**src/hw/rtl/tmo_pkg.sv**
```systemverilog
// shared types and constants for the multi-slot timeout manager
`timescale 1ns / 1ps

package tmo_pkg;

	localparam int SLOTS   = 16;
	localparam int COUNT_W = 32;
	localparam int IDX_W   = $clog2(SLOTS);
	localparam int REM_W   = COUNT_W + 1;

	localparam int CMD_W  = 2;
	localparam int SLOT_W = 4;
	localparam int DUR_W  = 31;
	localparam int TICK_W = 32;
	localparam int TPM_W  = 16;
	localparam int PROD_W = DUR_W + TPM_W;

	localparam logic [TPM_W-1:0] TPM_RESET = TPM_W'(1);

	localparam logic [CMD_W-1:0] CMD_START  = 2'd0;
	localparam logic [CMD_W-1:0] CMD_CANCEL = 2'd1;
	localparam logic [CMD_W-1:0] CMD_CHECK  = 2'd2;

	typedef enum logic [1:0] {
		KIND_START   = 2'd0,
		KIND_CANCEL  = 2'd1,
		KIND_EXPIRED = 2'd2,
		KIND_DONE    = 2'd3
	} kind_t;

	typedef enum logic [2:0] {
		ST_IDLE,
		ST_START,
		ST_SCAN,
		ST_FIN,
		ST_DONE
	} state_t;

	// contents of one slot cell
	typedef struct packed {
		logic               armed;
		logic [REM_W-1:0]   rem;
		logic [COUNT_W-1:0] seen;
		logic [COUNT_W-1:0] el;
	} cell_t;

	// controls broadcast to every cell
	typedef struct packed {
		logic               shift;
		logic               prep;
		logic [COUNT_W-1:0] now;
	} cell_ctl_t;

	// per-cell write request from start or cancel
	typedef struct packed {
		logic               set;
		logic               clr;
		logic [COUNT_W-1:0] t;
		logic [COUNT_W-1:0] now;
	} cell_wr_t;

endpackage

```
**src/hw/rtl/tmo_if.sv**
```systemverilog
// request and response channel interfaces of the timeout manager
`timescale 1ns / 1ps

interface tmo_in_if;
	import tmo_pkg::*;

	logic                valid;
	logic                ready;
	logic [CMD_W-1:0]    cmd;
	logic [SLOT_W-1:0]   slot;
	logic [DUR_W-1:0]    duration_ms;
	logic [TICK_W-1:0]   cur_count;

	modport source (output valid, output cmd, output slot, output duration_ms,
		output cur_count, input ready);
	modport sink (input valid, input cmd, input slot, input duration_ms,
		input cur_count, output ready);
endinterface

interface tmo_out_if;
	import tmo_pkg::*;

	logic                valid;
	logic                ready;
	kind_t               kind;
	logic [SLOT_W-1:0]   slot_out;
	logic                was_armed;
	logic [TICK_W-1:0]   next_compare;
	logic                last;

	modport source (output valid, output kind, output slot_out, output was_armed,
		output next_compare, output last, input ready);
	modport sink (input valid, input kind, input slot_out, input was_armed,
		input next_compare, input last, output ready);
endinterface

```
**src/hw/rtl/tmo_cell.sv**
```systemverilog
// one timeout slot cell of the rotating ring
`timescale 1ns / 1ps

module tmo_cell (
	input  logic              clk,
	input  logic              arst_n,
	input  tmo_pkg::cell_ctl_t ctl,
	input  tmo_pkg::cell_wr_t  wr,
	input  tmo_pkg::cell_t     nbr,
	output tmo_pkg::cell_t     q
);
	import tmo_pkg::*;

	logic               armed_q;
	logic [REM_W-1:0]   rem_q;
	logic [COUNT_W-1:0] seen_q;
	logic [COUNT_W-1:0] el_q;

	always_ff @(posedge clk or negedge arst_n) begin
		if (!arst_n) begin
			armed_q <= 1'b0;
		end else if (ctl.shift) begin
			armed_q <= nbr.armed;
		end else if (wr.set) begin
			armed_q <= 1'b1;
		end else if (wr.clr) begin
			armed_q <= 1'b0;
		end
	end

	always_ff @(posedge clk) begin
		if (ctl.shift) begin
			rem_q  <= nbr.rem;
			seen_q <= nbr.seen;
			el_q   <= nbr.el;
		end else if (wr.set) begin
			rem_q  <= {1'b0, wr.t};
			seen_q <= wr.now;
		end else if (ctl.prep) begin
			// wrapped elapsed time since this slot was last seen
			el_q <= ctl.now - seen_q;
		end
	end

	assign q = '{armed: armed_q, rem: rem_q, seen: seen_q, el: el_q};

endmodule

```
**src/hw/rtl/tmo_head.sv**
```systemverilog
// expiry evaluation at the head of the cell ring
`timescale 1ns / 1ps

module tmo_head (
	input  tmo_pkg::cell_t                c,
	input  logic [tmo_pkg::COUNT_W-1:0]   now,
	output tmo_pkg::cell_t                nxt,
	output logic                          expired,
	output logic                          live,
	output logic [tmo_pkg::COUNT_W-1:0]   cand
);
	import tmo_pkg::*;

	logic [REM_W-1:0] new_rem;

	always_comb begin
		new_rem = c.rem - {1'b0, c.el};
		// zero or negative remaining time
		expired = c.armed && (new_rem[REM_W-1] || (new_rem == '0));
		live    = c.armed && !expired;
		cand    = live ? new_rem[COUNT_W-1:0] : '1;

		nxt.armed = live;
		nxt.rem   = c.armed ? new_rem : c.rem;
		nxt.seen  = live ? now : c.seen;
		nxt.el    = c.el;
	end

endmodule

```
**src/hw/rtl/multi_slot_timeout_manager.sv**
```systemverilog
// top level of the multi-slot one-shot timeout manager
// cancel result is registered straight from its transaction, a start result from ST_START
// check: one slot per cycle passes the head of the cell ring, then ST_FIN and ST_DONE;
// expired results come out as their slot reaches the head; output stalls hold the ring
// throughput: one item at a time; the next transaction is taken after the final result
// reset: arst_n clears every armed bit, sets the compare value to all ones, ticks_per_ms to 1
`timescale 1ns / 1ps

module multi_slot_timeout_manager (
	input  logic                       clk,
	input  logic                       arst_n,
	input  logic                       cfg_we,
	input  logic [tmo_pkg::TPM_W-1:0]  cfg_wdata,
	tmo_in_if.sink                     in_ch,
	tmo_out_if.source                  out_ch
);
	import tmo_pkg::*;

	// control
	state_t state_q, state_d;
	logic   in_acc;
	logic   in_rdy;
	logic   out_free;
	logic   step;
	logic   start_wr;
	logic   cancel_wr;
	logic   last_step;

	// held item fields and configuration
	logic [TPM_W-1:0]   tpm_q;
	logic [SLOT_W-1:0]  slot_q;
	logic [COUNT_W-1:0] now_q;
	logic [PROD_W-1:0]  prod_q;
	logic [IDX_W-1:0]   cnt_q;

	// compare value and scan minimum
	logic [COUNT_W-1:0] compare_q, cmp_d;
	logic [COUNT_W-1:0] min_q;
	logic [COUNT_W-1:0] cand_s1;
	logic               any_q;

	// start path
	logic [COUNT_W-1:0] t_sat;
	logic [COUNT_W-1:0] deadline;
	logic [COUNT_W-1:0] start_cmp;
	logic [COUNT_W-1:0] final_cmp;
	logic               slot_ok;

	// cell ring
	cell_t              cell_q [SLOTS];
	cell_wr_t           wr [SLOTS];
	cell_ctl_t          ctl;
	logic [SLOTS-1:0]   hit_c;
	logic [SLOTS-1:0]   armed_vec;
	logic               was_armed;
	cell_t              head_nxt;
	logic               head_exp;
	logic               head_live;
	logic [COUNT_W-1:0] head_cand;

	// output register
	logic               out_v_q;
	kind_t              out_kind_q;
	logic [SLOT_W-1:0]  out_slot_q;
	logic               out_was_q;
	logic [TICK_W-1:0]  out_cmp_q;
	logic               out_last_q;

	logic               ld;
	kind_t              o_kind;
	logic [SLOT_W-1:0]  o_slot;
	logic               o_was;
	logic [COUNT_W-1:0] o_cmp;
	logic               o_last;

	assign out_free  = !out_v_q || out_ch.ready;
	assign in_acc    = in_ch.valid && in_rdy;
	assign in_ch.ready = in_rdy;
	assign last_step = (cnt_q == IDX_W'(SLOTS - 1));

	// duration times ticks_per_ms, saturated to the counter range
	assign t_sat     = (|prod_q[PROD_W-1:COUNT_W]) ? '1 : prod_q[COUNT_W-1:0];
	assign deadline  = now_q + t_sat;
	assign slot_ok   = (32'(slot_q) < 32'(SLOTS));
	assign start_cmp = (slot_ok && (deadline < compare_q)) ? deadline : compare_q;
	assign final_cmp = any_q ? (now_q + min_q) : '1;

	// ring of cells: cell 0 feeds the head, the head refills the far end
	assign ctl.shift = step;
	assign ctl.prep  = in_acc && (in_ch.cmd == CMD_CHECK);
	assign ctl.now   = in_ch.cur_count[COUNT_W-1:0];

	for (genvar i = 0; i < SLOTS; i++) begin : g_cell
		cell_t nbr;

		assign hit_c[i]     = (32'(in_ch.slot) == 32'(i));
		assign armed_vec[i] = cell_q[i].armed;
		assign wr[i].set    = start_wr && (32'(slot_q) == 32'(i));
		assign wr[i].clr    = cancel_wr && hit_c[i];
		assign wr[i].t      = t_sat;
		assign wr[i].now    = now_q;

		if (i == SLOTS - 1) begin : g_tail
			assign nbr = head_nxt;
		end else begin : g_mid
			assign nbr = cell_q[i+1];
		end

		tmo_cell u_cell (
			.clk    (clk),
			.arst_n (arst_n),
			.ctl    (ctl),
			.wr     (wr[i]),
			.nbr    (nbr),
			.q      (cell_q[i])
		);
	end

	assign was_armed = |(hit_c & armed_vec);

	tmo_head u_head (
		.c       (cell_q[0]),
		.now     (now_q),
		.nxt     (head_nxt),
		.expired (head_exp),
		.live    (head_live),
		.cand    (head_cand)
	);

	// next state
	always_comb begin
		state_d = state_q;
		case (state_q)
			ST_IDLE: begin
				if (in_acc) begin
					case (in_ch.cmd)
						CMD_START: state_d = ST_START;
						CMD_CHECK: state_d = ST_SCAN;
						default:   state_d = ST_IDLE;
					endcase
				end
			end
			ST_START: begin
				if (out_free) state_d = ST_IDLE;
			end
			ST_SCAN: begin
				if (out_free && last_step) state_d = ST_FIN;
			end
			ST_FIN: begin
				state_d = ST_DONE;
			end
			ST_DONE: begin
				if (out_free) state_d = ST_IDLE;
			end
			default: state_d = ST_IDLE;
		endcase
	end

	// outputs of the sequencer
	always_comb begin
		in_rdy    = 1'b0;
		ld        = 1'b0;
		step      = 1'b0;
		start_wr  = 1'b0;
		cancel_wr = 1'b0;
		cmp_d     = compare_q;
		o_kind    = KIND_START;
		o_slot    = '0;
		o_was     = 1'b0;
		o_cmp     = compare_q;
		o_last    = 1'b0;
		case (state_q)
			ST_IDLE: begin
				in_rdy = out_free;
				if (in_acc && (in_ch.cmd == CMD_CANCEL)) begin
					ld        = 1'b1;
					cancel_wr = 1'b1;
					o_kind    = KIND_CANCEL;
					o_slot    = in_ch.slot;
					o_was     = was_armed;
					o_last    = 1'b1;
				end
			end
			ST_START: begin
				if (out_free) begin
					ld       = 1'b1;
					start_wr = slot_ok;
					cmp_d    = start_cmp;
					o_kind   = KIND_START;
					o_slot   = slot_q;
					o_cmp    = start_cmp;
					o_last   = 1'b1;
				end
			end
			ST_SCAN: begin
				step = out_free;
				if (out_free && head_exp) begin
					ld     = 1'b1;
					o_kind = KIND_EXPIRED;
					o_slot = SLOT_W'(cnt_q);
				end
			end
			ST_FIN: begin
				ld = 1'b0;
			end
			ST_DONE: begin
				if (out_free) begin
					ld     = 1'b1;
					cmp_d  = final_cmp;
					o_kind = KIND_DONE;
					o_cmp  = final_cmp;
					o_last = 1'b1;
				end
			end
			default: begin
				ld = 1'b0;
			end
		endcase
	end

	always_ff @(posedge clk or negedge arst_n) begin
		if (!arst_n) begin
			state_q   <= ST_IDLE;
			tpm_q     <= TPM_RESET;
			compare_q <= '1;
			cnt_q     <= '0;
			any_q     <= 1'b0;
			out_v_q   <= 1'b0;
		end else begin
			state_q   <= state_d;
			compare_q <= cmp_d;
			if (cfg_we) tpm_q <= cfg_wdata;
			if (in_acc) begin
				cnt_q <= '0;
				any_q <= 1'b0;
			end else if (step) begin
				cnt_q <= cnt_q + IDX_W'(1);
				any_q <= any_q | head_live;
			end
			if (ld) begin
				out_v_q <= 1'b1;
			end else if (out_ch.ready) begin
				out_v_q <= 1'b0;
			end
		end
	end

	// item fields, scan minimum and result payload
	always_ff @(posedge clk) begin
		if (in_acc) begin
			slot_q <= in_ch.slot;
			now_q  <= in_ch.cur_count[COUNT_W-1:0];
			prod_q <= PROD_W'(in_ch.duration_ms) * PROD_W'(tpm_q);
		end
		// candidate is registered, folded into the minimum in the next cycle
		cand_s1 <= (step && head_live) ? head_cand : '1;
		if (in_acc) begin
			min_q <= '1;
		end else if (((state_q == ST_SCAN) || (state_q == ST_FIN)) && (cand_s1 < min_q)) begin
			min_q <= cand_s1;
		end
		if (ld) begin
			out_kind_q <= o_kind;
			out_slot_q <= o_slot;
			out_was_q  <= o_was;
			out_cmp_q  <= TICK_W'(o_cmp);
			out_last_q <= o_last;
		end
	end

	assign out_ch.valid        = out_v_q;
	assign out_ch.kind         = out_kind_q;
	assign out_ch.slot_out     = out_slot_q;
	assign out_ch.was_armed    = out_was_q;
	assign out_ch.next_compare = out_cmp_q;
	assign out_ch.last         = out_last_q;

endmodule

```
**src/flat_wrapper.sv**
```systemverilog
// flat-port wrapper written by rule: the top's interface ports become plain ports
module multi_slot_timeout_manager_flat import tmo_pkg::*;
  (clk, arst_n, cfg_we, cfg_wdata, in_ch_valid, in_ch_cmd, in_ch_slot, in_ch_duration_ms, in_ch_cur_count, in_ch_ready, out_ch_valid, out_ch_kind, out_ch_slot_out, out_ch_was_armed, out_ch_next_compare, out_ch_last, out_ch_ready);
  tmo_in_if in_ch_i ();
  tmo_out_if out_ch_i ();
  input  logic clk;
  input  logic arst_n;
  input  logic cfg_we;
  input  logic [tmo_pkg::TPM_W-1:0] cfg_wdata;
  input wire logic [$bits(in_ch_i.valid)-1:0] in_ch_valid;
  input wire logic [$bits(in_ch_i.cmd)-1:0] in_ch_cmd;
  input wire logic [$bits(in_ch_i.slot)-1:0] in_ch_slot;
  input wire logic [$bits(in_ch_i.duration_ms)-1:0] in_ch_duration_ms;
  input wire logic [$bits(in_ch_i.cur_count)-1:0] in_ch_cur_count;
  output wire logic [$bits(in_ch_i.ready)-1:0] in_ch_ready;
  output wire logic [$bits(out_ch_i.valid)-1:0] out_ch_valid;
  output wire logic [$bits(out_ch_i.kind)-1:0] out_ch_kind;
  output wire logic [$bits(out_ch_i.slot_out)-1:0] out_ch_slot_out;
  output wire logic [$bits(out_ch_i.was_armed)-1:0] out_ch_was_armed;
  output wire logic [$bits(out_ch_i.next_compare)-1:0] out_ch_next_compare;
  output wire logic [$bits(out_ch_i.last)-1:0] out_ch_last;
  input wire logic [$bits(out_ch_i.ready)-1:0] out_ch_ready;
  assign in_ch_i.valid = in_ch_valid;
  assign in_ch_i.cmd = in_ch_cmd;
  assign in_ch_i.slot = in_ch_slot;
  assign in_ch_i.duration_ms = in_ch_duration_ms;
  assign in_ch_i.cur_count = in_ch_cur_count;
  assign in_ch_ready = in_ch_i.ready;
  assign out_ch_valid = out_ch_i.valid;
  assign out_ch_kind = out_ch_i.kind;
  assign out_ch_slot_out = out_ch_i.slot_out;
  assign out_ch_was_armed = out_ch_i.was_armed;
  assign out_ch_next_compare = out_ch_i.next_compare;
  assign out_ch_last = out_ch_i.last;
  assign out_ch_i.ready = out_ch_ready;
  multi_slot_timeout_manager u_core (.clk(clk), .arst_n(arst_n), .cfg_we(cfg_we), .cfg_wdata(cfg_wdata), .in_ch(in_ch_i), .out_ch(out_ch_i));
endmodule
```
**config.mk**
```make
export PLATFORM = sky130hd
export DESIGN_NAME = multi_slot_timeout_manager_flat
export DESIGN_NICKNAME = d
export VERILOG_FILES = /design/src/hw/rtl/tmo_pkg.sv /design/src/hw/rtl/tmo_if.sv /design/src/hw/rtl/tmo_cell.sv /design/src/hw/rtl/tmo_head.sv /design/src/hw/rtl/multi_slot_timeout_manager.sv /design/src/flat_wrapper.sv
export SDC_FILE = /design/constraint.sdc
export NUM_CORES = 2
export LEC_CHECK = 0
export BUFFER_PORTS_ARGS = -buffer_cell sky130_fd_sc_hd__buf_4
export CELL_PAD_IN_SITES_DETAIL_PLACEMENT = 0
export CELL_PAD_IN_SITES_GLOBAL_PLACEMENT = 1
export CORE_ASPECT_RATIO = 1.1
export CORE_MARGIN = 2
export CORE_UTILIZATION = 29
export DETAILED_ROUTE_END_ITERATION = 6
export PLACE_DENSITY = 0.54
export SLEW_MARGIN = 20
export SYNTH_ARGS = -nofsm -noshare
export SYNTH_HDL_FRONTEND = slang
export SYNTH_HIERARCHICAL = 1
export SYNTH_SLANG_ARGS = --single-unit
```
**constraint.sdc**
```tcl
create_clock -name clk -period 9.4 [get_ports clk]
set_input_delay 0.47 -clock clk [delete_from_list [all_inputs] [get_ports clk]]
set_output_delay 0.47 -clock clk [all_outputs]
set_load 0.01 [all_outputs]
```
==> results.toml <==
[global_route]
track_usage_pct = 20.5
antenna_found_initial = 24
grt_pass1_wl_um = 676000
grt_pass1_vias = 93300
overflow = 0
grt_start_max_net_pins = 210

[clock_network]
clk_pin_slew_worst_paths_ps = 70
cts_buffer_depth = 4
root_buffer = "clkbuf_16"
cts_tree = "done"
cts_resized = 0
cts_sinks = 1812
h-tree-depth = 4
clock_latency_ps = 960
cts_buffers = 225

[detailed_routing]
wl_per_cell_um = 25.8
vias_per_cell = 5.17
drt_iter0_markers = 7703
routed_wirelength_um = 471000
vias = 94200
postRouteAntennaNets = 0
firstDrtPassIters = 5
drc = 0

[setup_path]
crit_arrival_ps = 8200
worstPathMaxFanout = 32
worst-setup-path-type = "register to register"
cp_slowest_cell = "dfrtp_1"
worst_setup_path_end_kind = "register"
worst_ep_required_time_ps = 10080
crit_family = "adder cells"
worstPathCellList = "and2_1 > fa_1 > inv_1 > fa_1 > fa_1 > inv_1 > ha_1 > fa_1 > inv_1 > fa_1 > inv_1 > ha_1 > a2111oi_0 > o21ai_1 > nand3_1 > o31ai_1 > a221oi_2 > o21ai_1 > a41oi_2 > a2111oi_0 > a311o_1"
cp-start-kind = "register"
cp_num_buf_inv = 4
max_stage_delay_ps = 780
critPathMostFrequentCell = "fa_1"

[synthesis]
synth_area_um2 = 128000
ys.flop_type = "edfxtp_1"
synth_edf_count = 1675
synthArstFlopShare_pct = 4.03
ys_ff_latch = 1812
synth_nets = 13500
synthTopCellsByArea = "edfxtp_1, mux2_2, ha_1, fa_1, inv_1"
yosys.area.top_type_share_pct = 39.3
synth_area_leader_cell = "edfxtp_1"
ys_warn_count = 6
synth-seq-area-share_pct = 41.8
ys_top_cells_by_count = "edfxtp_1, inv_1, nand2_1, mux2_2, ha_1"
syn_area_per_cell_um2 = 10.4
synth_cell_types = 104
yosysMostFrequentCell = "edfxtp_1"
syn_inst = 12300

[layout]
fin_nets = 13500
drive_above_1_share_pct = 15.9
area_growth_pct = 11.9
fill_cells = 44900

[floorplan]
std_cell_rows = 255
die_area_um2 = 446000
fp.dieW_um = 637
die_y_um = 701
start_util_pct = 29.2
core_area_um2 = 439000
top_level_ports = 132

[timing]
min_period_over_period_pct = 80.0
finClkSkew_ps = 63.8
final-setup-viol-count = 0
maxSlewHeadroom_pct = 17.6
hold_viol = 0
fmax_ghz = 0.133
drv_slew = 0
period_minus_slack_ps = 7520
tightest_slew_ps = 1240
setup_tns_ps = 0
rsz0062_at_grt = "no"

[placed_design]
port_buffers = 131
gp_congestion = 0.869
dp_hpwl_um = 341000

[run_status]
status = "completed"

[hold_path]
min_path_type = "input port to register"

[run]
cap_violations = 0
[stage by stage]
| stage | instances | hold slack (ps) | area, um^2 | setup WS [ps] | utilization (%) |
|---|---|---|---|---|---|
| detailed placement | 17800 | 485 | 135000 | 1850 | 30.8 |
| floorplan | 12300 | 174 | 128000 | 2800 | - |
| global route | 18200 | 13.0 | 143000 | 1350 | 32.6 |
| CTS | 18200 | 0.154 | 143000 | 1800 | 32.6 |
| global placement | 17800 | 481 | 135000 | 1830 | 30.8 |
| finish | 18200 | 65.8 | 143000 | 1880 | 32.6 |
[path summary, 6_finish.rpt]
path / from / endpoint / slack, ps / depth (start not counted)
worst max-delay path: u_core/tpm_q[6]$_DFFE_PN0P_ / u_core/prod_q[43]$_DFFE_PP_ / 1880 / 21
worst min-delay path: in_ch_cmd[1] / u_core/out_ch.was_armed$_SDFFCE_PN0P_ / 70 / 3
worst max register to register: u_core/tpm_q[6]$_DFFE_PN0P_ / u_core/prod_q[43]$_DFFE_PP_ / 1880 / 21
worst min register to register: u_core/cand_s1[0]$_SDFF_PN1_ / u_core/min_q[0]$_SDFFE_PP1P_ / 460 / 2
max in group asynchronous: arst_n / u_core/tpm_q[3]$_DFFE_PN0P_ / 7990 / 3
min in group asynchronous: arst_n / u_core/state_q[0]$_DFFE_PN0P_ / 130 / 2
[flip-flops by register name, summed over array words and instances (netlist names), 2 cells and up]
name,flops
u_core/cnt_q,4
u_core/out_ch.kind,2
u_core/g_cell.u_cell/el_q,512
u_core/prod_q,47
u_core/out_ch.next_compare,32
u_core/state_q,3
u_core/g_cell.u_cell/rem_q,528
u_core/min_q,32
u_core/g_cell.u_cell/seen_q,512
u_core/cand_s1,32
u_core/out_ch.slot_out,4
u_core/tpm_q,16
u_core/compare_q,32
u_core/g_cell.u_cell/armed_q,16
u_core/slot_q,4
u_core/now_q,32
[cell families after synthesis]
family,share of synthesized area [%]
fa+ha+maj,14.2
buf+inv,5.62
simple gates,11.6
mux,9.59
xor+xnor,3.03
compound gates,14.2
flops,41.8
[cells in the final DEF (no fill, tap or decap), types with 106 or more instances in the layout]
cell / count
a21o_1: 274
fa_1: 423
ha_1: 772
nor3_1: 209
nand4_1: 106
edfxtp_1: 1675
buf_4: 294
o21ai_0: 704
nand2_1: 1141
nand3_1: 275
a21oi_1: 638
a31oi_1: 110
xnor2_1: 282
o21a_1: 219
nor2_1: 574
and2_1: 252
clkbuf_16: 228
or2_2: 117
inv_1: 1227
mux2_2: 1072
xor2_1: 160
o31ai_1: 137
[routing by layer]
| layer | GRT usage, % | wire length (um) | up-vias |
|---|---|---|---|
| li1 | - | - | 43900 |
| met1 | 27.7 | 212000 | 47600 |
| met2 | 35.0 | 226000 | 2283 |
| met3 | 2.18 | 20400 | 455 |
| met4 | 4.74 | 12100 | 2 |
| met5 | 0 | 12 | - |
[worst register-to-register path: stages, from the launching register on]
cell	delay, ps
dfrtp_1	780
and2_1	350
fa_1	530
inv_1	60
fa_1	520
fa_1	520
inv_1	40
ha_1	310
fa_1	530
inv_1	50
fa_1	520
inv_1	40
ha_1	360
a2111oi_0	390
o21ai_1	180
nand3_1	150
o31ai_1	160
a221oi_2	530
o21ai_1	290
a41oi_2	410
a2111oi_0	190
a311o_1	340
[layout make-up]
| cell class | instances | area (um^2) | share of cell area [%] |
|---|---|---|---|
| antenna | 12 | 30.0 | 0.0210 |
| clock buffer | 263 | 5840 | 4.08 |
| clock inverter | 153 | 1590 | 1.11 |
| inverter | 1229 | 4620 | 3.22 |
| multi-input combinational | 8632 | 67400 | 47.1 |
| sequential | 1812 | 53400 | 37.3 |
| tap | 5782 | 7230 | 5.05 |
| timing repair buffer | 355 | 2960 | 2.07 |
[what timing repair did]
item,CTS,global route
endpoints found under the hold margin,77,0
hold buffers,47,0
buffers inserted,0,0
Power is not shown: default switching activity piles up to over one toggle a cycle in this logic, so the estimate is an artifact.
